File: config.mk
export PLATFORM = sky130hd
export DESIGN_NAME = rbfd_merge
export DESIGN_NICKNAME = d
export VERILOG_FILES = /design/src/rbfd_pkg.sv /design/src/rbfd_merge.sv
export SDC_FILE = /design/constraint.sdc
export NUM_CORES = 1
export LEC_CHECK = 0
export BUFFER_PORTS_ARGS = -buffer_cell sky130_fd_sc_hd__buf_2
export CORE_MARGIN = 2
export CORE_UTILIZATION = 55
export DETAILED_ROUTE_END_ITERATION = 8
export PLACE_DENSITY = 0.82
export SLEW_MARGIN = 10
export SYNTH_ARGS = -nofsm -noshare
export SYNTH_HDL_FRONTEND = slang
export SYNTH_SLANG_ARGS = --single-unit
File: constraint.sdc
create_clock -name clk -period 21.7 [get_ports clk]
set_input_delay 3.255 -clock clk [delete_from_list [all_inputs] [get_ports clk]]
set_output_delay 3.255 -clock clk [all_outputs]
set_load 0.05 [all_outputs]
File: src/rbfd_pkg.sv
// shared types, register indexes and lane arithmetic for the rgb box filter downsampler
package rbfd_pkg;

    // field widths
    localparam int CHAN_W     = 8;
    localparam int LANE_W     = 12;
    localparam int CFG_DATA_W = 13;
    localparam int CFG_IDX_W  = 2;

    // configuration register indexes
    localparam logic [CFG_IDX_W-1:0] CFG_SCALE  = 2'd0;
    localparam logic [CFG_IDX_W-1:0] CFG_WIDTH  = 2'd1;
    localparam logic [CFG_IDX_W-1:0] CFG_HEIGHT = 2'd2;

    // reset values of the registers
    localparam logic [1:0] RST_SCALE = 2'd2;
    localparam int         RST_SIZE  = 4096;

    // reciprocal of nine, exact for lane sums below 2**15
    localparam int          RECIP_SHIFT = 15;
    localparam logic [14:0] RECIP_NINE  = 15'd3641;

    // one input item
    typedef struct packed {
        logic [CHAN_W-1:0] in_red;
        logic [CHAN_W-1:0] in_green;
        logic [CHAN_W-1:0] in_blue;
    } pixel_t;

    // one result item
    typedef struct packed {
        logic [CHAN_W-1:0] out_red;
        logic [CHAN_W-1:0] out_green;
        logic [CHAN_W-1:0] out_blue;
        logic              row_end;
        logic              frame_end;
    } result_t;

    // three channel sums, blue in the low lane
    typedef struct packed {
        logic [LANE_W-1:0] red;
        logic [LANE_W-1:0] green;
        logic [LANE_W-1:0] blue;
    } lanes_t;

    // finished horizontal block handed from the scan stage to the merge stage
    typedef struct packed {
        lanes_t sum;
        logic   use_store;
        logic   store_wr;
        logic   emit;
        logic   row_end;
        logic   frame_end;
    } blk_op_t;

    // factor code zero runs as factor one
    function automatic logic [1:0] eff_factor(input logic [1:0] s);
        return (s == 2'd0) ? 2'd1 : s;
    endfunction

    // pixel bytes into 12-bit lanes
    function automatic lanes_t widen(input pixel_t p);
        lanes_t r;
        r.red   = LANE_W'(p.in_red);
        r.green = LANE_W'(p.in_green);
        r.blue  = LANE_W'(p.in_blue);
        return r;
    endfunction

    // per-lane add, each lane wraps on its own
    function automatic lanes_t lane_add(input lanes_t a, input lanes_t b);
        lanes_t r;
        r.red   = a.red + b.red;
        r.green = a.green + b.green;
        r.blue  = a.blue + b.blue;
        return r;
    endfunction

    // block sum divided by f*f, low byte kept
    function automatic logic [CHAN_W-1:0] lane_mean(input logic [LANE_W-1:0] s,
                                                    input logic [1:0] f);
        logic [26:0]       prod;
        logic [CHAN_W-1:0] q;
        prod = 27'(s) * 27'(RECIP_NINE);
        case (f)
            2'd2:    q = s[CHAN_W+1:2];
            2'd3:    q = prod[RECIP_SHIFT+CHAN_W-1:RECIP_SHIFT];
            default: q = s[CHAN_W-1:0];
        endcase
        return q;
    endfunction

endpackage

File: src/rbfd_merge.sv
// adds the stored column sum where used, writes it back or divides it into the output register
module rbfd_merge #(
    parameter int SUM_STORE_DEPTH = 2048,
    localparam int AW = $clog2(SUM_STORE_DEPTH)
) (
    input  logic              clk,
    input  logic              rst_n,
    input  logic              op_valid,
    input  rbfd_pkg::blk_op_t op,
    input  logic [AW-1:0]     op_addr,
    input  logic [1:0]        f,
    input  rbfd_pkg::lanes_t  rd_data,
    output logic              wr_en,
    output logic [AW-1:0]     wr_addr,
    output rbfd_pkg::lanes_t  wr_data,
    output logic              hold,
    output logic              out_valid,
    input  logic              out_stall,
    output rbfd_pkg::result_t out_item
);

    logic               s1_valid_reg, s1_valid_next;
    rbfd_pkg::blk_op_t  s1_op_reg, s1_op_next;
    logic [AW-1:0]      s1_addr_reg, s1_addr_next;
    logic               out_valid_reg, out_valid_next;
    rbfd_pkg::result_t  out_item_reg, out_item_next;

    logic               s1_done;
    logic               s1_emit;
    rbfd_pkg::lanes_t   total;
    rbfd_pkg::result_t  res;

    // vertical sum and block mean
    always_comb
    begin
        total         = s1_op_reg.use_store ? rbfd_pkg::lane_add(rd_data, s1_op_reg.sum)
                                            : s1_op_reg.sum;
        res.out_red   = rbfd_pkg::lane_mean(total.red, f);
        res.out_green = rbfd_pkg::lane_mean(total.green, f);
        res.out_blue  = rbfd_pkg::lane_mean(total.blue, f);
        res.row_end   = s1_op_reg.row_end;
        res.frame_end = s1_op_reg.frame_end;
    end

    // stage completes unless its result meets a full, stalled output register
    always_comb
    begin
        s1_done = s1_valid_reg && (!s1_op_reg.emit || !out_valid_reg || !out_stall);
        s1_emit = s1_done && s1_op_reg.emit;
        hold    = s1_valid_reg && !s1_done;
        wr_en   = s1_done && s1_op_reg.store_wr;
        wr_addr = s1_addr_reg;
        wr_data = total;
    end

    // next stage and output state
    always_comb
    begin
        s1_valid_next = op_valid ? 1'b1 : (s1_done ? 1'b0 : s1_valid_reg);
        s1_op_next    = op_valid ? op : s1_op_reg;
        s1_addr_next  = op_valid ? op_addr : s1_addr_reg;
        if (s1_emit)
        begin
            out_valid_next = 1'b1;
        end
        else if (out_valid_reg && !out_stall)
        begin
            out_valid_next = 1'b0;
        end
        else
        begin
            out_valid_next = out_valid_reg;
        end
        out_item_next = s1_emit ? res : out_item_reg;
    end

    // control state
    always_ff @(posedge clk or negedge rst_n)
    begin
        if (!rst_n)
        begin
            s1_valid_reg  <= 1'b0;
            out_valid_reg <= 1'b0;
        end
        else
        begin
            s1_valid_reg  <= s1_valid_next;
            out_valid_reg <= out_valid_next;
        end
    end

    // payload
    always_ff @(posedge clk)
    begin
        s1_op_reg    <= s1_op_next;
        s1_addr_reg  <= s1_addr_next;
        out_item_reg <= out_item_next;
    end

    assign out_valid = out_valid_reg;
    assign out_item  = out_item_reg;

endmodule

# Yosys cells after proc, flatten, opt, wreduce, memory -nomap -nowiden
# Cells that the tools add are included.
[classes]
n_eq_ne = 2
n_reduce_logical = 13
multipliers = 3
n_addsub = 3
mux = 8
[ops]
columns = ["operator", "count"]
rows = [
  ["multiplier 12 x 12 -> 23 bit (second input constant)", 3],
  ["one-hot mux 8 bit (2 select lines)", 3],
  ["adder 12 bit", 3],
  ["two-way mux 36 bit", 1],
  ["logical AND 1 bit", 5],
  ["== test 2 bit (second input constant)", 2],
  ["logical NOT 1 bit", 4],
  ["two-way mux 1 bit", 4],
  ["nonzero test 2 bit", 2],
  ["logical OR 1 bit", 2],
]
[word_totals]
elab_cells = 45
reg_bits = 80
input_bits = 94

# Logic depth before layout (Yosys ltp)
[logic_depth]
ltp_word = 6
ltp_mapped = 31

# Least setup slack after synthesis
# Ideal clock, no wire load.
[synth_path]
kind = "input to register"
startpoint = "input port rd_data[0] (netlist bit)"
endpoint = "register out_item_reg, in the netlist out_item[9], data pin"
setup_time_ns = 0.278
arrival_time_ns = 9.911
slack_ns = 11.511
n_path_buf = 0
path_stages = 30
cell_sequence = "ha_1 -> inv_1 -> fa_1 -> nor2b_1 -> o21ai_1 -> a21boi_1 -> o31a_1 -> o21a_1 -> nor2_1 -> xnor2_1 -> mux2i_1 -> inv_1 -> fa_1 -> ha_1 -> inv_1 -> fa_1 -> inv_1 -> fa_1 -> inv_1 -> fa_1 -> inv_1 -> ha_1 -> or3_1 -> a211oi_1 -> a211oi_2 -> o31ai_2 -> mux2_2 -> a31o_1 -> mux2i_1 -> a221oi_1"
[synth_lines]
columns = ["element", "line", "text"]
rows = [
  ["from (decl)", "rbfd_merge.sv:12", "input rbfd_pkg::lanes_t rd_data,"],
  ["to (signal assigned)", "rbfd_merge.sv:97", "out_item_reg <= out_item_next;"],
  ["to (decl)", "rbfd_merge.sv:26", "rbfd_pkg::result_t out_item_reg, out_item_next;"],
]

==> metrics.md <==
| Metric | Value |
|---|---|
| Result of the run | completed |
| Launching element type of the critical path | input pin |
| Antenna violations before repair | 1 |
| Die Footprint | 20500 um^2 |
| Post-Route Skew | 0.0170 ns |
| Wire length reported by the detailed router | 26.9 mm |
| Initial detailed-routing violation count | 467 |
| Share of layout cells above drive strength 1 | 0.189 |
| CTS Root Buffer Type | clkbuf_16 |
| Final setup violation count | 0 |
| Longest Clk Path Bufs | 2 |
| Post-synthesis simple-gate area fraction | 0.0784 |
| Top FF cell, synth | edfxtp_1 |
| Avg Inst Size Synth | 10.4 um^2 |
| Post-synthesis instance area | 10700 um^2 |
| Worst Setup Slack, final | 11.15 ns |
| Number of vias after detailed routing | 8528 |
| Sequential area share after synthesis | 0.224 |
| Total count of hold-check failures in the final report | 0 |
| Number of enable-type register cells in the synthesized netlist | 78 |
| Initial core utilization | 0.565 |
| Post-CTS setup buffer count | 0 |
| Hold_buf cts | 0 |
| Maximum achievable frequency | 94.8 MHz |
| Total routing resource utilization after global routing | 0.268 |
| Arrival time at the worst endpoint | 10.71 ns |
| Adder and majority cell fraction of the synthesized area | 0.415 |
| Placement-stage worst setup slack | 10.86 ns |
| Clk_lat worst skew | 0.36 ns |
| DRC violations left | 0 |
| Final cycle utilization of the critical path | 0.486 |
| Floorplan row count | 50 |
| Unrepaired setup endpoints after global routing | false |
| Critical path start-end classification | in2reg |
| Number of fill cells in the layout | 1531 |
| DRT Pass-1 Iters | 5 |
| Clock-pin transition on the worst setup and hold timing paths | 0.07 ns |
| Parity-gate share of the synthesized area counting xor and xnor cells | 0.0501 |
| Critical path data required time | 21.86 ns |
| Vias per std cell | 5.83 |
| Worst setup EP type | register |
| Class of the most critical hold timing path | reg2reg |
| GR Overflow Total | 0 |
| Combinational family with the most area after synthesis | adder cells |
| Clock Sink Count | 80 |
| Cts repair resizes | 0 |
| Number of buffers created by CTS | 9 |
| Post-Synthesis Cells | 1028 |
| HPWL Detailed | 22.1 mm |
| Flops & latches, synth | 80 |
| Final Hold Slack | 0.430 ns |
| Post-synth net total | 1430 |
| CTS H-Tree Depth | 3 |
| Worst slew pin tran | 1.16 ns |
| Setup total negative slack | 0 ns |
| Number of distinct library cell variants in the gate-level netlist after synthesis | 77 |
| Post-layout nets | 1599 |
| Multiplexer share of the synthesized area | 0.0317 |
| CTS tree | built |
| Area growth from synthesis to final layout | 14.0% |
| Placer Congestion | 0.969 |
| Fraction of the mapped netlist area in compound gates | 0.143 |
| Slew HR | 0.225 |
| Die Y-Extent | 143 um |
| Max FO, Critical Path | 7 |
| Shortest clock period the worst path allows after layout | 10.55 ns |
| IO Count | 170 |
| Core region area | 18900 um^2 |
| Synth warnings | 0 |
| Maximum Capacitance Violations | 0 |
| Maximum number of pins on one net before global-route repair | 54 |
| Horizontal die dimension | 143 um |
| Number of buffers inserted by port buffering | 169 |
| Fin. max-slew vios | 0 |
| Post-route ant nets | 0 |
| Max FFs per register | 39 |
| Routed wire length per instance | 18.4 um |
| Fraction of registers with async set/reset | 0.0250 |
| Final core occ | 0.644 |
| Wire length of the first global-routing pass | 42.4 mm |
| Via count of the first global-routing pass | 8653 |
worst paths after layout:
path,cells after the start,startpoint,slack [ns],end
min reg2reg,0,res[1],0.43,out_item[1]
min in group asynchronous,1,rst_n,2.66,s1_valid_reg
max,28,rd_data[13],11.15,out_item[16]
max in group asynchronous,1,rst_n,18.95,out_valid
min,0,res[1],0.43,out_item[1]
max reg2reg,27,s1_op_reg[19],13.74,out_item[16]
stage by stage:
| stage | std cells | instance area (um^2) |
|---|---|---|
| 5_1_grt | 1462 | 12200 |
| 6_report | 1463 | 12200 |
| 3_3_place_gp | 1446 | 11800 |
| 3_5_place_dp | 1446 | 11800 |
| 2_1_floorplan | 1028 | 10700 |
| 4_1_cts | 1462 | 12200 |
critical path: stages:
cell	delay (ns)
buf_2	0.11
ha_1	0.29
a211o_1	0.35
a2111oi_4	0.39
o21ai_0	0.17
xor2_1	0.17
mux2i_2	0.53
inv_1	0.23
xnor2_1	0.19
ha_1	0.23
o21bai_1	0.17
ha_1	0.35
inv_1	0.06
fa_1	0.47
inv_1	0.05
fa_1	0.50
inv_1	0.05
fa_1	0.48
inv_1	0.05
ha_1	0.29
a22o_1	0.20
nor4_1	0.35
o311a_1	0.36
o21ai_2	0.11
a311oi_1	0.50
nand2b_1	0.19
mux2_1	0.31
a221oi_1	0.28
cell usage after synthesis, drive strengths merged (3+ instances only):
| cell type | count | area, um^2 |
|---|---|---|
| clkbuf | 11 | 41.3 |
| nand2b | 11 | 68.8 |
| and3 | 8 | 50.1 |
| o31ai | 10 | 104 |
| a21oi | 57 | 285 |
| a211o | 4 | 35.0 |
| xor2 | 17 | 149 |
| mux2i | 15 | 158 |
| buf | 5 | 26.3 |
| o21a | 24 | 180 |
| o31a | 4 | 35.0 |
| o21bai | 12 | 90.1 |
| nor3 | 16 | 80.1 |
| nand4 | 4 | 25.0 |
| a211oi | 13 | 108 |
| nor2 | 55 | 206 |
| nand3 | 5 | 25.0 |
| mux2 | 16 | 180 |
| or3 | 6 | 37.5 |
| nand2 | 42 | 158 |
| o211ai | 5 | 42.5 |
| a221oi | 5 | 50.0 |
| a21boi | 4 | 30.0 |
| nor2b | 11 | 68.8 |
| inv | 145 | 544 |
| a31oi | 5 | 37.5 |
| fa | 76 | 1520 |
| o21ai | 33 | 169 |
| nand3b | 4 | 30.0 |
| xnor2 | 44 | 385 |
| a21o | 12 | 90.1 |
| a2111oi | 3 | 46.3 |
| o311ai | 4 | 52.6 |
| ha | 232 | 2900 |
| edfxtp | 78 | 2340 |
cells in the final DEF (no fill, tap or decap), drive strengths merged, types with 12 or more instances in the layout:
master	count
nand2	42
a21oi	57
a21o	12
mux2i	15
o21a	24
edfxtp	78
inv	149
ha	232
fa	76
nor3	16
nor2	55
buf	174
mux2	16
o21ai	33
xor2	17
xnor2	44
o21bai	12
a211oi	13
cell type report:
| class | count | area, um^2 | area share |
|---|---|---|---|
| clock buffer | 9 | 225 | 0.0185 |
| timing repair buffer | 174 | 883 | 0.0726 |
| antenna | 1 | 2.50 | 0.000206 |
| sequential | 80 | 2390 | 0.197 |
| multi-input combinational | 787 | 7680 | 0.631 |
| tap | 260 | 325 | 0.0267 |
| clock inverter | 7 | 109 | 0.00895 |
| inverter | 145 | 544 | 0.0448 |
metal layers:
| layer | vias up | wire, um | global-route usage |
|---|---|---|---|
| met5 | - | 0 | 0 |
| met4 | 0 | 742 | 0.0877 |
| met3 | 56 | 2300 | 0.0576 |
| met2 | 386 | 12700 | 0.462 |
| met1 | 4068 | 11100 | 0.337 |
| li1 | 4018 | - | - |
cells by family after synthesis:
group,Yosys count
mux,31
flops,80
buf+inv,161
compound gates,214
simple gates,172
fa+ha+maj,309
xor+xnor,61
Power is not shown: default switching activity piles up to over one toggle a cycle in this logic, so the estimate is an artifact.
