[config.mk]
export PLATFORM = sky130hd
export DESIGN_NAME = rbfd_scan
export DESIGN_NICKNAME = d
export VERILOG_FILES = /design/src/rbfd_pkg.sv /design/src/rbfd_scan.sv
export SDC_FILE = /design/constraint.sdc
export NUM_CORES = 1
export LEC_CHECK = 0
export BUFFER_PORTS_ARGS = -buffer_cell sky130_fd_sc_hd__buf_2
export CAP_MARGIN = 40
export CORE_ASPECT_RATIO = 1.75
export CORE_MARGIN = 1
export CORE_UTILIZATION = 60
export CTS_BUF_LIST = sky130_fd_sc_hd__clkbuf_4 sky130_fd_sc_hd__clkbuf_8
export CTS_CLUSTER_DIAMETER = 50
export DETAILED_ROUTE_END_ITERATION = 10
export PLACE_DENSITY_LB_ADDON = 0.15
export SYNTH_ARGS = -nofsm -noshare
export SYNTH_HDL_FRONTEND = slang
export SYNTH_SLANG_ARGS = --single-unit
[constraint.sdc]
create_clock -name clk -period 7.65 [get_ports clk]
set_input_delay 1.9125 -clock clk [delete_from_list [all_inputs] [get_ports clk]]
set_output_delay 1.9125 -clock clk [all_outputs]
set_load 0.05 [all_outputs]
[src/rbfd_pkg.sv]
// shared types, register indexes and lane arithmetic for the rgb box filter downsampler
package rbfd_pkg;

    // field widths
    localparam int CHAN_W     = 8;
    localparam int LANE_W     = 12;
    localparam int CFG_DATA_W = 13;
    localparam int CFG_IDX_W  = 2;

    // configuration register indexes
    localparam logic [CFG_IDX_W-1:0] CFG_SCALE  = 2'd0;
    localparam logic [CFG_IDX_W-1:0] CFG_WIDTH  = 2'd1;
    localparam logic [CFG_IDX_W-1:0] CFG_HEIGHT = 2'd2;

    // reset values of the registers
    localparam logic [1:0] RST_SCALE = 2'd2;
    localparam int         RST_SIZE  = 4096;

    // reciprocal of nine, exact for lane sums below 2**15
    localparam int          RECIP_SHIFT = 15;
    localparam logic [14:0] RECIP_NINE  = 15'd3641;

    // one input item
    typedef struct packed {
        logic [CHAN_W-1:0] in_red;
        logic [CHAN_W-1:0] in_green;
        logic [CHAN_W-1:0] in_blue;
    } pixel_t;

    // one result item
    typedef struct packed {
        logic [CHAN_W-1:0] out_red;
        logic [CHAN_W-1:0] out_green;
        logic [CHAN_W-1:0] out_blue;
        logic              row_end;
        logic              frame_end;
    } result_t;

    // three channel sums, blue in the low lane
    typedef struct packed {
        logic [LANE_W-1:0] red;
        logic [LANE_W-1:0] green;
        logic [LANE_W-1:0] blue;
    } lanes_t;

    // finished horizontal block handed from the scan stage to the merge stage
    typedef struct packed {
        lanes_t sum;
        logic   use_store;
        logic   store_wr;
        logic   emit;
        logic   row_end;
        logic   frame_end;
    } blk_op_t;

    // factor code zero runs as factor one
    function automatic logic [1:0] eff_factor(input logic [1:0] s);
        return (s == 2'd0) ? 2'd1 : s;
    endfunction

    // pixel bytes into 12-bit lanes
    function automatic lanes_t widen(input pixel_t p);
        lanes_t r;
        r.red   = LANE_W'(p.in_red);
        r.green = LANE_W'(p.in_green);
        r.blue  = LANE_W'(p.in_blue);
        return r;
    endfunction

    // per-lane add, each lane wraps on its own
    function automatic lanes_t lane_add(input lanes_t a, input lanes_t b);
        lanes_t r;
        r.red   = a.red + b.red;
        r.green = a.green + b.green;
        r.blue  = a.blue + b.blue;
        return r;
    endfunction

    // block sum divided by f*f, low byte kept
    function automatic logic [CHAN_W-1:0] lane_mean(input logic [LANE_W-1:0] s,
                                                    input logic [1:0] f);
        logic [26:0]       prod;
        logic [CHAN_W-1:0] q;
        prod = 27'(s) * 27'(RECIP_NINE);
        case (f)
            2'd2:    q = s[CHAN_W+1:2];
            2'd3:    q = prod[RECIP_SHIFT+CHAN_W-1:RECIP_SHIFT];
            default: q = s[CHAN_W-1:0];
        endcase
        return q;
    endfunction

endpackage

[src/rbfd_scan.sv]
// raster position tracking, horizontal accumulation and column store read issue
module rbfd_scan #(
    parameter int MAX_IN_WIDTH    = 4096,
    parameter int MAX_IN_HEIGHT   = 4096,
    parameter int SUM_STORE_DEPTH = 2048,
    localparam int WW = $clog2(MAX_IN_WIDTH + 1),
    localparam int HW = $clog2(MAX_IN_HEIGHT + 1),
    localparam int AW = $clog2(SUM_STORE_DEPTH)
) (
    input  logic              clk,
    input  logic              rst_n,
    input  logic              restart,
    input  logic              accept,
    input  rbfd_pkg::pixel_t  pix,
    input  logic [1:0]        f,
    input  logic              factor_ok,
    input  logic [WW-1:0]     width,
    input  logic [HW-1:0]     height,
    output logic              op_valid,
    output rbfd_pkg::blk_op_t op,
    output logic [AW-1:0]     op_addr
);

    localparam int DW = $clog2(SUM_STORE_DEPTH + 1);
    localparam int BW = (WW > DW) ? WW : DW;

    logic [WW-1:0]    col_cnt_reg, col_cnt_next;
    logic [WW-1:0]    blk_cnt_reg, blk_cnt_next;
    logic [WW-1:0]    blk_start_reg, blk_start_next;
    logic [HW-1:0]    row_cnt_reg, row_cnt_next;
    logic [HW-1:0]    band_start_reg, band_start_next;
    logic [1:0]       col_ph_reg, col_ph_next;
    logic [1:0]       row_ph_reg, row_ph_next;
    rbfd_pkg::lanes_t acc_reg, acc_next;

    logic [1:0]       f_m1;
    logic             col_fits, col_last, store_ok;
    logic             band_fits, band_last;
    logic             in_range, blk_done;
    logic             col_wrap, row_wrap;
    rbfd_pkg::lanes_t acc_sum;

    // block and band bounds from the start of the current block and band
    always_comb
    begin
        f_m1      = f - 2'd1;
        col_fits  = ((WW+1)'(blk_start_reg) + (WW+1)'(f)) <= (WW+1)'(width);
        store_ok  = (f == 2'd1) || (BW'(blk_cnt_reg) < BW'(SUM_STORE_DEPTH));
        col_last  = (((WW+1)'(blk_start_reg) + (WW+1)'({f, 1'b0})) > (WW+1)'(width))
                    || ((f != 2'd1) && (BW'(blk_cnt_reg) == BW'(SUM_STORE_DEPTH - 1)));
        band_fits = ((HW+1)'(band_start_reg) + (HW+1)'(f)) <= (HW+1)'(height);
        band_last = ((HW+1)'(band_start_reg) + (HW+1)'({f, 1'b0})) > (HW+1)'(height);
        in_range  = col_fits && store_ok && band_fits;
        blk_done  = in_range && (col_ph_reg == f_m1);
        col_wrap  = ((WW+1)'(col_cnt_reg) + (WW+1)'(1)) >= (WW+1)'(width);
        row_wrap  = ((HW+1)'(row_cnt_reg) + (HW+1)'(1)) >= (HW+1)'(height);
        acc_sum   = rbfd_pkg::lane_add(acc_reg, rbfd_pkg::widen(pix));
    end

    // finished block op and store read address
    always_comb
    begin
        op_valid     = accept && blk_done;
        op.sum       = acc_sum;
        op.use_store = (row_ph_reg != 2'd0);
        op.store_wr  = (row_ph_reg != f_m1);
        op.emit      = (row_ph_reg == f_m1) && factor_ok;
        op.row_end   = col_last;
        op.frame_end = col_last && band_last;
        op_addr      = AW'(blk_cnt_reg);
    end

    // next position and accumulator
    always_comb
    begin
        col_cnt_next    = col_cnt_reg;
        blk_cnt_next    = blk_cnt_reg;
        blk_start_next  = blk_start_reg;
        row_cnt_next    = row_cnt_reg;
        band_start_next = band_start_reg;
        col_ph_next     = col_ph_reg;
        row_ph_next     = row_ph_reg;
        acc_next        = acc_reg;
        if (restart)
        begin
            col_cnt_next    = '0;
            blk_cnt_next    = '0;
            blk_start_next  = '0;
            row_cnt_next    = '0;
            band_start_next = '0;
            col_ph_next     = '0;
            row_ph_next     = '0;
            acc_next        = '0;
        end
        else if (accept)
        begin
            if (blk_done)
            begin
                acc_next = '0;
            end
            else if (in_range)
            begin
                acc_next = acc_sum;
            end
            if (col_wrap)
            begin
                col_cnt_next   = '0;
                blk_cnt_next   = '0;
                blk_start_next = '0;
                col_ph_next    = '0;
                acc_next       = '0;
                if (row_wrap)
                begin
                    row_cnt_next    = '0;
                    band_start_next = '0;
                    row_ph_next     = '0;
                end
                else
                begin
                    row_cnt_next = row_cnt_reg + HW'(1);
                    if (row_ph_reg >= f_m1)
                    begin
                        row_ph_next     = '0;
                        band_start_next = band_start_reg + HW'(f);
                    end
                    else
                    begin
                        row_ph_next = row_ph_reg + 2'd1;
                    end
                end
            end
            else
            begin
                col_cnt_next = col_cnt_reg + WW'(1);
                if (col_ph_reg >= f_m1)
                begin
                    col_ph_next    = '0;
                    blk_cnt_next   = blk_cnt_reg + WW'(1);
                    blk_start_next = blk_start_reg + WW'(f);
                end
                else
                begin
                    col_ph_next = col_ph_reg + 2'd1;
                end
            end
        end
    end

    // position state
    always_ff @(posedge clk or negedge rst_n)
    begin
        if (!rst_n)
        begin
            col_cnt_reg    <= '0;
            blk_cnt_reg    <= '0;
            blk_start_reg  <= '0;
            row_cnt_reg    <= '0;
            band_start_reg <= '0;
            col_ph_reg     <= '0;
            row_ph_reg     <= '0;
            acc_reg        <= '0;
        end
        else
        begin
            col_cnt_reg    <= col_cnt_next;
            blk_cnt_reg    <= blk_cnt_next;
            blk_start_reg  <= blk_start_next;
            row_cnt_reg    <= row_cnt_next;
            band_start_reg <= band_start_next;
            col_ph_reg     <= col_ph_next;
            row_ph_reg     <= row_ph_next;
            acc_reg        <= acc_next;
        end
    end

endmodule

Yosys cells after proc, flatten, opt, wreduce, memory -nomap -nowiden
Cells that the tools add are included.
Widths: inputs -> output; s select.
{"block": "classes", "n_mux": 34, "order_cmp": 9, "eq_ne": 6, "addsub": 17, "reduce_logical": 19}
{"cell": "$mux 13", "count": 20}
{"cell": "$mux 36", "count": 5}
{"cell": "$add 13x1->13 const B", "count": 3}
{"cell": "$add 12x8->12", "count": 3}
{"cell": "$add 13x1->14 const B", "count": 2}
{"cell": "$add 13x2->14", "count": 2}
{"cell": "$add 13x3->14", "count": 2}
{"cell": "$ge 14x13->1", "count": 2}
{"cell": "$gt 14x13->1", "count": 2}
{"cell": "$le 14x13->1", "count": 2}
{"cell": "$add 13x2->13", "count": 2}
{"cell": "$mux 2", "count": 9}
{"cell": "$eq 13x11->1 const B", "count": 1}
{"cell": "$lt 13x12->1 const B", "count": 1}
{"cell": "$logic_and 1x1->1", "count": 7}
{"cell": "$reduce_and 2->1", "count": 3}
{"cell": "$reduce_bool 2->1", "count": 3}
{"cell": "$reduce_bool 3->1", "count": 2}
{"cell": "$add 2x1->2 const B", "count": 2}
{"cell": "$eq 2x2->1", "count": 2}
{"cell": "$ge 2x2->1", "count": 2}
{"cell": "$reduce_bool 4->1", "count": 1}
{"cell": "$reduce_and 3->1", "count": 1}
{"cell": "$eq 2x1->1 const B", "count": 1}
{"cell": "other kinds (4)", "count": 5}
{"block": "totals", "register_bits": 105, "out_inout_bits": 53, "wordCells": 95}

Depth between registers and ports, before layout
{"block": "logic_depth", "word_depth": 9, "ltp_mapped": 16, "depth_no_buf": 14}

Least setup slack after synthesis
No wires, ideal clock.
{"block": "synth_path", "kind": "input to output", "from": "in f[1]", "to": "out op_valid", "path_buffers": 1, "slack_ps": 896, "t_arrival_ps": 4841, "stages": 14, "path_cell_list": "ha_1 a21o_1 and4_1 clkbuf_1 nand3_1 nor2_1 xor2_1 ha_1 nand3_1 nor4_1 a31o_1 o21ai_0 nor3_4 and3_1"}
{"block": "synth_via", "elab_chain_cells": 6, "elab_cells_between_ends": 12}
{"element": "start: declaration", "line": "rbfd_scan.sv:15", "source": "input logic [1:0] f,"}
{"element": "$add 13x2->14 / $eq 2x1->1 (equally long branches)", "line": "rbfd_scan.sv:47, rbfd_scan.sv:48"}
{"element": "$le 14x13->1 / $logic_or 1x1->1 (equally long branches)", "line": "rbfd_scan.sv:47, rbfd_scan.sv:48"}
{"element": "$logic_and 1x1->1 (2 in series)", "line": "rbfd_scan.sv:53", "source": "in_range = col_fits && store_ok && band_fits;"}
{"element": "$logic_and 1x1->1 *", "line": "rbfd_scan.sv:54", "source": "blk_done = in_range && (col_ph_reg == f_m1);"}
{"element": "$logic_and 1x1->1 *", "line": "rbfd_scan.sv:63", "source": "op_valid = accept && blk_done;"}
{"element": "end: declaration", "line": "rbfd_scan.sv:19", "source": "output logic op_valid,"}
Mark *: on every way between the ends. The rest lies on a longest branch, timed or not.

Worst setup path in the final report
Same ends and word-level chain as after synthesis.

==> flow_metrics.py <==
metrics = {
    "outcome": {
        "status": "completed",
    },
    "synthesis": {
        "synth_flop_cell": "dfrtp_1",
        "yosysSeqAreaShare_pct": 28.51,
        "async_flop_share_pct": 100.0,
        "netlist_area_um2": 9218,
        "synth_fp_nets": 1222,
        "synth_edf_count": 0,
        "ys_warn_count": 0,
        "syn_avg_cell_area_um2": 8.872,
        "ys_ff_latch": 105,
        "netlist_instances": 1039,
        "synth.distinct_cells": 70,
    },
    "routing": {
        "totalWireLength_um": 22520,
        "num_vias": 7832,
        "vias_per_cell": 5.974,
        "drc": 0,
        "drt-pass1-iter-count": 5,
        "ant_nets": 0,
        "routedWlPerCell_um": 17.18,
        "dr_wl_met2_um": 12050,
        "dr.max_layer_used": "met4",
        "met1_length_um": 8908,
        "drt_iter0_markers": 350,
        "wl_met3_um": 769,
    },
    "critical_path": {
        "path_class": "in -> out",
        "arrival_ps": 5100,
        "cp-start-kind": "primary input",
        "worst_r2r_path_depth": 14,
        "end_kind": "output pin",
        "crit_slowest_cell": "nor4_1",
        "crit_fanout": 9,
        "r2r_slack_ps": 3270,
        "reg2reg_to": "row_cnt_reg[10]",
        "max_stage_delay_ps": 360,
        "worstPathRequired_ps": 5740,
        "r2r_start": "col_cnt_reg[0]",
        "path_cells": "buf_2, ha_1, a21o_1, and4_1, nand3_1, nor2_1, xor2_1, ha_1, nand3_1, nor4_1, or3_1, o21ai_0, nor3_4, and3_1, buf_2",
    },
    "worst_hold_path": {
        "min_path_cells": 1,
        "hp-class": "reg -> reg",
        "worstHoldEndpoint": "row_ph_reg[0]",
        "hold_path.startpoint": "row_ph_reg[0]",
    },
    "placed_design": {
        "hpwl_um": 17750,
        "dp.cells": 1295,
        "gp_congestion": 0.8744,
        "port_buffers": 109,
    },
    "grt": {
        "grt_max_degree": 59,
        "antenna_found_initial": 0,
        "overflow": 0,
        "grt_pass1_wl_um": 36850,
        "grt_pass1_vias": 7782,
        "grt.total_usage_pct": 29.87,
    },
    "cells_and_area": {
        "drive_gt1_share_pct": 15.60,
        "nets": 1306,
        "syn_to_final_growth_pct": 8.701,
        "instances_no_fill": 1311,
        "diodes": 0,
        "largest_register_ffs": 36,
        "fillers": 1265,
    },
    "timing": {
        "worst_slew_pin_slew_ps": 953.3,
        "period_share_pct": 91.62,
        "relSlewSlack_pct": 36.10,
        "slew_violations": 0,
        "fmax_mhz": 142.7,
        "fin_setup_tns_ps": 0,
        "hold_violations": 0,
        "period_needed_ps": 7009,
        "clock_skew_ps": 15.21,
        "setup_viol": 0,
        "rsz0062_at_grt": "no",
    },
    "die": {
        "die_y_um": 166.0,
        "row_count": 59,
        "chipWidth_um": 95.70,
        "boundaryPins": 110,
        "core_um2": 14910,
        "initial_core_util_pct": 61.81,
        "dieArea_um2": 15880,
    },
    "clocking": {
        "tritoncts": "built",
        "cts_resized": 0,
        "cts_setup_buffers": 0,
        "cts_buffer_depth": 2,
        "cts_root_buffer": "clkbuf_8",
        "cts.htree.levels": 3,
        "cts_hold_buf": 0,
        "clk_latency_ps": 390,
        "cts_buffers": 9,
        "clkSinkCount": 105,
        "path_clk_slew_ps": 100,
    },
    "power_and_ir_drop": {
        "switching_share_pct": 50.06,
        "switchingPower_mw": 1.280,
        "power_frac_seq_pct": 28.1,
        "power.internal_mw": 1.277,
        "power_frac_clock_pct": 14.7,
        "combPwrFrac_pct": 57.2,
        "p_leak_nw": 5.146,
        "powerDensity_nw_per_um2": 255.3,
        "ir_worst_vdd_mv": 0.3046,
    },
    "run": {
        "maxCapViolations": 0,
    },
}
## worst max-delay path by stage
stage,from,end
after floorplan,f[1],op_valid
after global placement,f[1],op_valid
after detailed placement,f[1],op_valid
after CTS,f[1],op_valid
after global routing,f[1],op_valid
final,f[1],op_valid
## critical path: cells and delay by family
family / cells / cell delay [ps]
simple gates: 8 / 1740
fa+ha+maj: 2 / 620
buf+inv: 2 / 450
compound gates: 2 / 260
xor+xnor: 1 / 100
## metrics by stage
stage          utilization, %  setup slack (ps)  power [mW]  area, um2  hold WS [ps]
2_1_floorplan               -             896.1       1.865       9218         456.7
3_3_place_gp            65.54             703.2       2.156       9773         470.8
3_5_place_dp            65.79             661.2       2.189       9811         484.7
4_1_cts                 67.19             664.8       2.570      10020         496.4
5_1_grt                 67.19             356.6       2.725      10020         539.2
6_report                67.19             641.2       2.558      10020         499.9
## Yosys cell counts (4+ instances only)
master,n,share of area (%)
a211o_1,4,0.38
a211oi_1,14,1.1
a21boi_0,4,0.33
a21o_1,17,1.4
a21oi_1,39,2.1
a22o_1,25,2.4
a31oi_1,5,0.34
and2_1,5,0.34
and3_1,17,1.2
buf_2,10,0.54
buf_4,15,1.2
clkbuf_1,17,0.69
dfrtp_1,105,29
fa_1,7,1.5
ha_1,119,16
inv_1,63,2.6
mux2_4,16,2.6
nand2_1,93,3.8
nand2b_1,12,0.81
nand3_1,39,2.1
nand4_1,20,1.4
nor2_1,88,3.6
nor2b_1,12,0.81
nor3_1,14,0.76
nor4_1,4,0.27
o211ai_1,7,0.57
o21a_1,8,0.65
o21ai_0,70,3.8
o21ai_1,13,0.71
o31ai_1,6,0.49
or2_2,6,0.41
or3_1,4,0.27
xnor2_1,51,4.8
xor2_1,51,4.8
## cell type report
cell class	instances	area, um2	area share (%)
Timing Repair Buffer	117	615.6	6.144
Clock inverter	5	63.81	0.6369
Clock buffer	11	145.1	1.449
Sequential cell	105	2628	26.22
Inverter	63	236.5	2.360
Multi-Input combinational cell	827	6102	60.90
Tap cell	183	229.0	2.285
## layer usage
layer,vias up,GRT usage (%)
li1,3851,-
met1,3743,33.38
met2,183,54.38
met3,55,3.984
met4,0,13.50
met5,-,0
## layout by cell type, fill, tap and decap left out, types with 4 or more instances in the layout
| cell | n |
|---|---|
| ha_1 | 119 |
| buf_2 | 108 |
| dfrtp_1 | 105 |
| nand2_1 | 93 |
| nor2_1 | 88 |
| o21ai_0 | 70 |
| inv_1 | 63 |
| xor2_1 | 51 |
| xnor2_1 | 51 |
| nand3_1 | 39 |
| a21oi_1 | 39 |
| a22o_1 | 25 |
| nand4_1 | 20 |
| and3_1 | 17 |
| a21o_1 | 17 |
| mux2_4 | 16 |
| a211oi_1 | 14 |
| nor3_1 | 13 |
| o21ai_1 | 13 |
| nor2b_1 | 12 |
| nand2b_1 | 12 |
| clkbuf_8 | 10 |
| o21a_1 | 8 |
| buf_4 | 8 |
| o211ai_1 | 7 |
| fa_1 | 7 |
| or2_2 | 6 |
| o31ai_1 | 6 |
| and2_1 | 5 |
| a31oi_1 | 5 |
| or3_1 | 4 |
| a21boi_0 | 4 |
| nor4_1 | 4 |
| a211o_1 | 4 |
## power by group through the flow
stage          Clock (mW)  Sequential [mW]  Combinational, mW
4_1_cts             0.383            0.718               1.47
5_1_grt             0.404            0.733               1.59
3_3_place_gp            0            0.726               1.43
6_report            0.376            0.719               1.46
3_5_place_dp            0            0.728               1.46
2_1_floorplan           0            0.698               1.17
## cell families after synthesis
family | count (synthesis) | share of synthesized area (%)
adders and majority gates | 126 | 17.67
buffers and inverters | 107 | 5.348
xor gates and xnor gates | 102 | 9.692
and+or+nand+nor | 330 | 17.35
AOI/OAI and AO/OA | 248 | 18.26
DFF | 105 | 28.51
muxes | 21 | 3.176
Note: power is estimated with default switching activity, not from simulation.
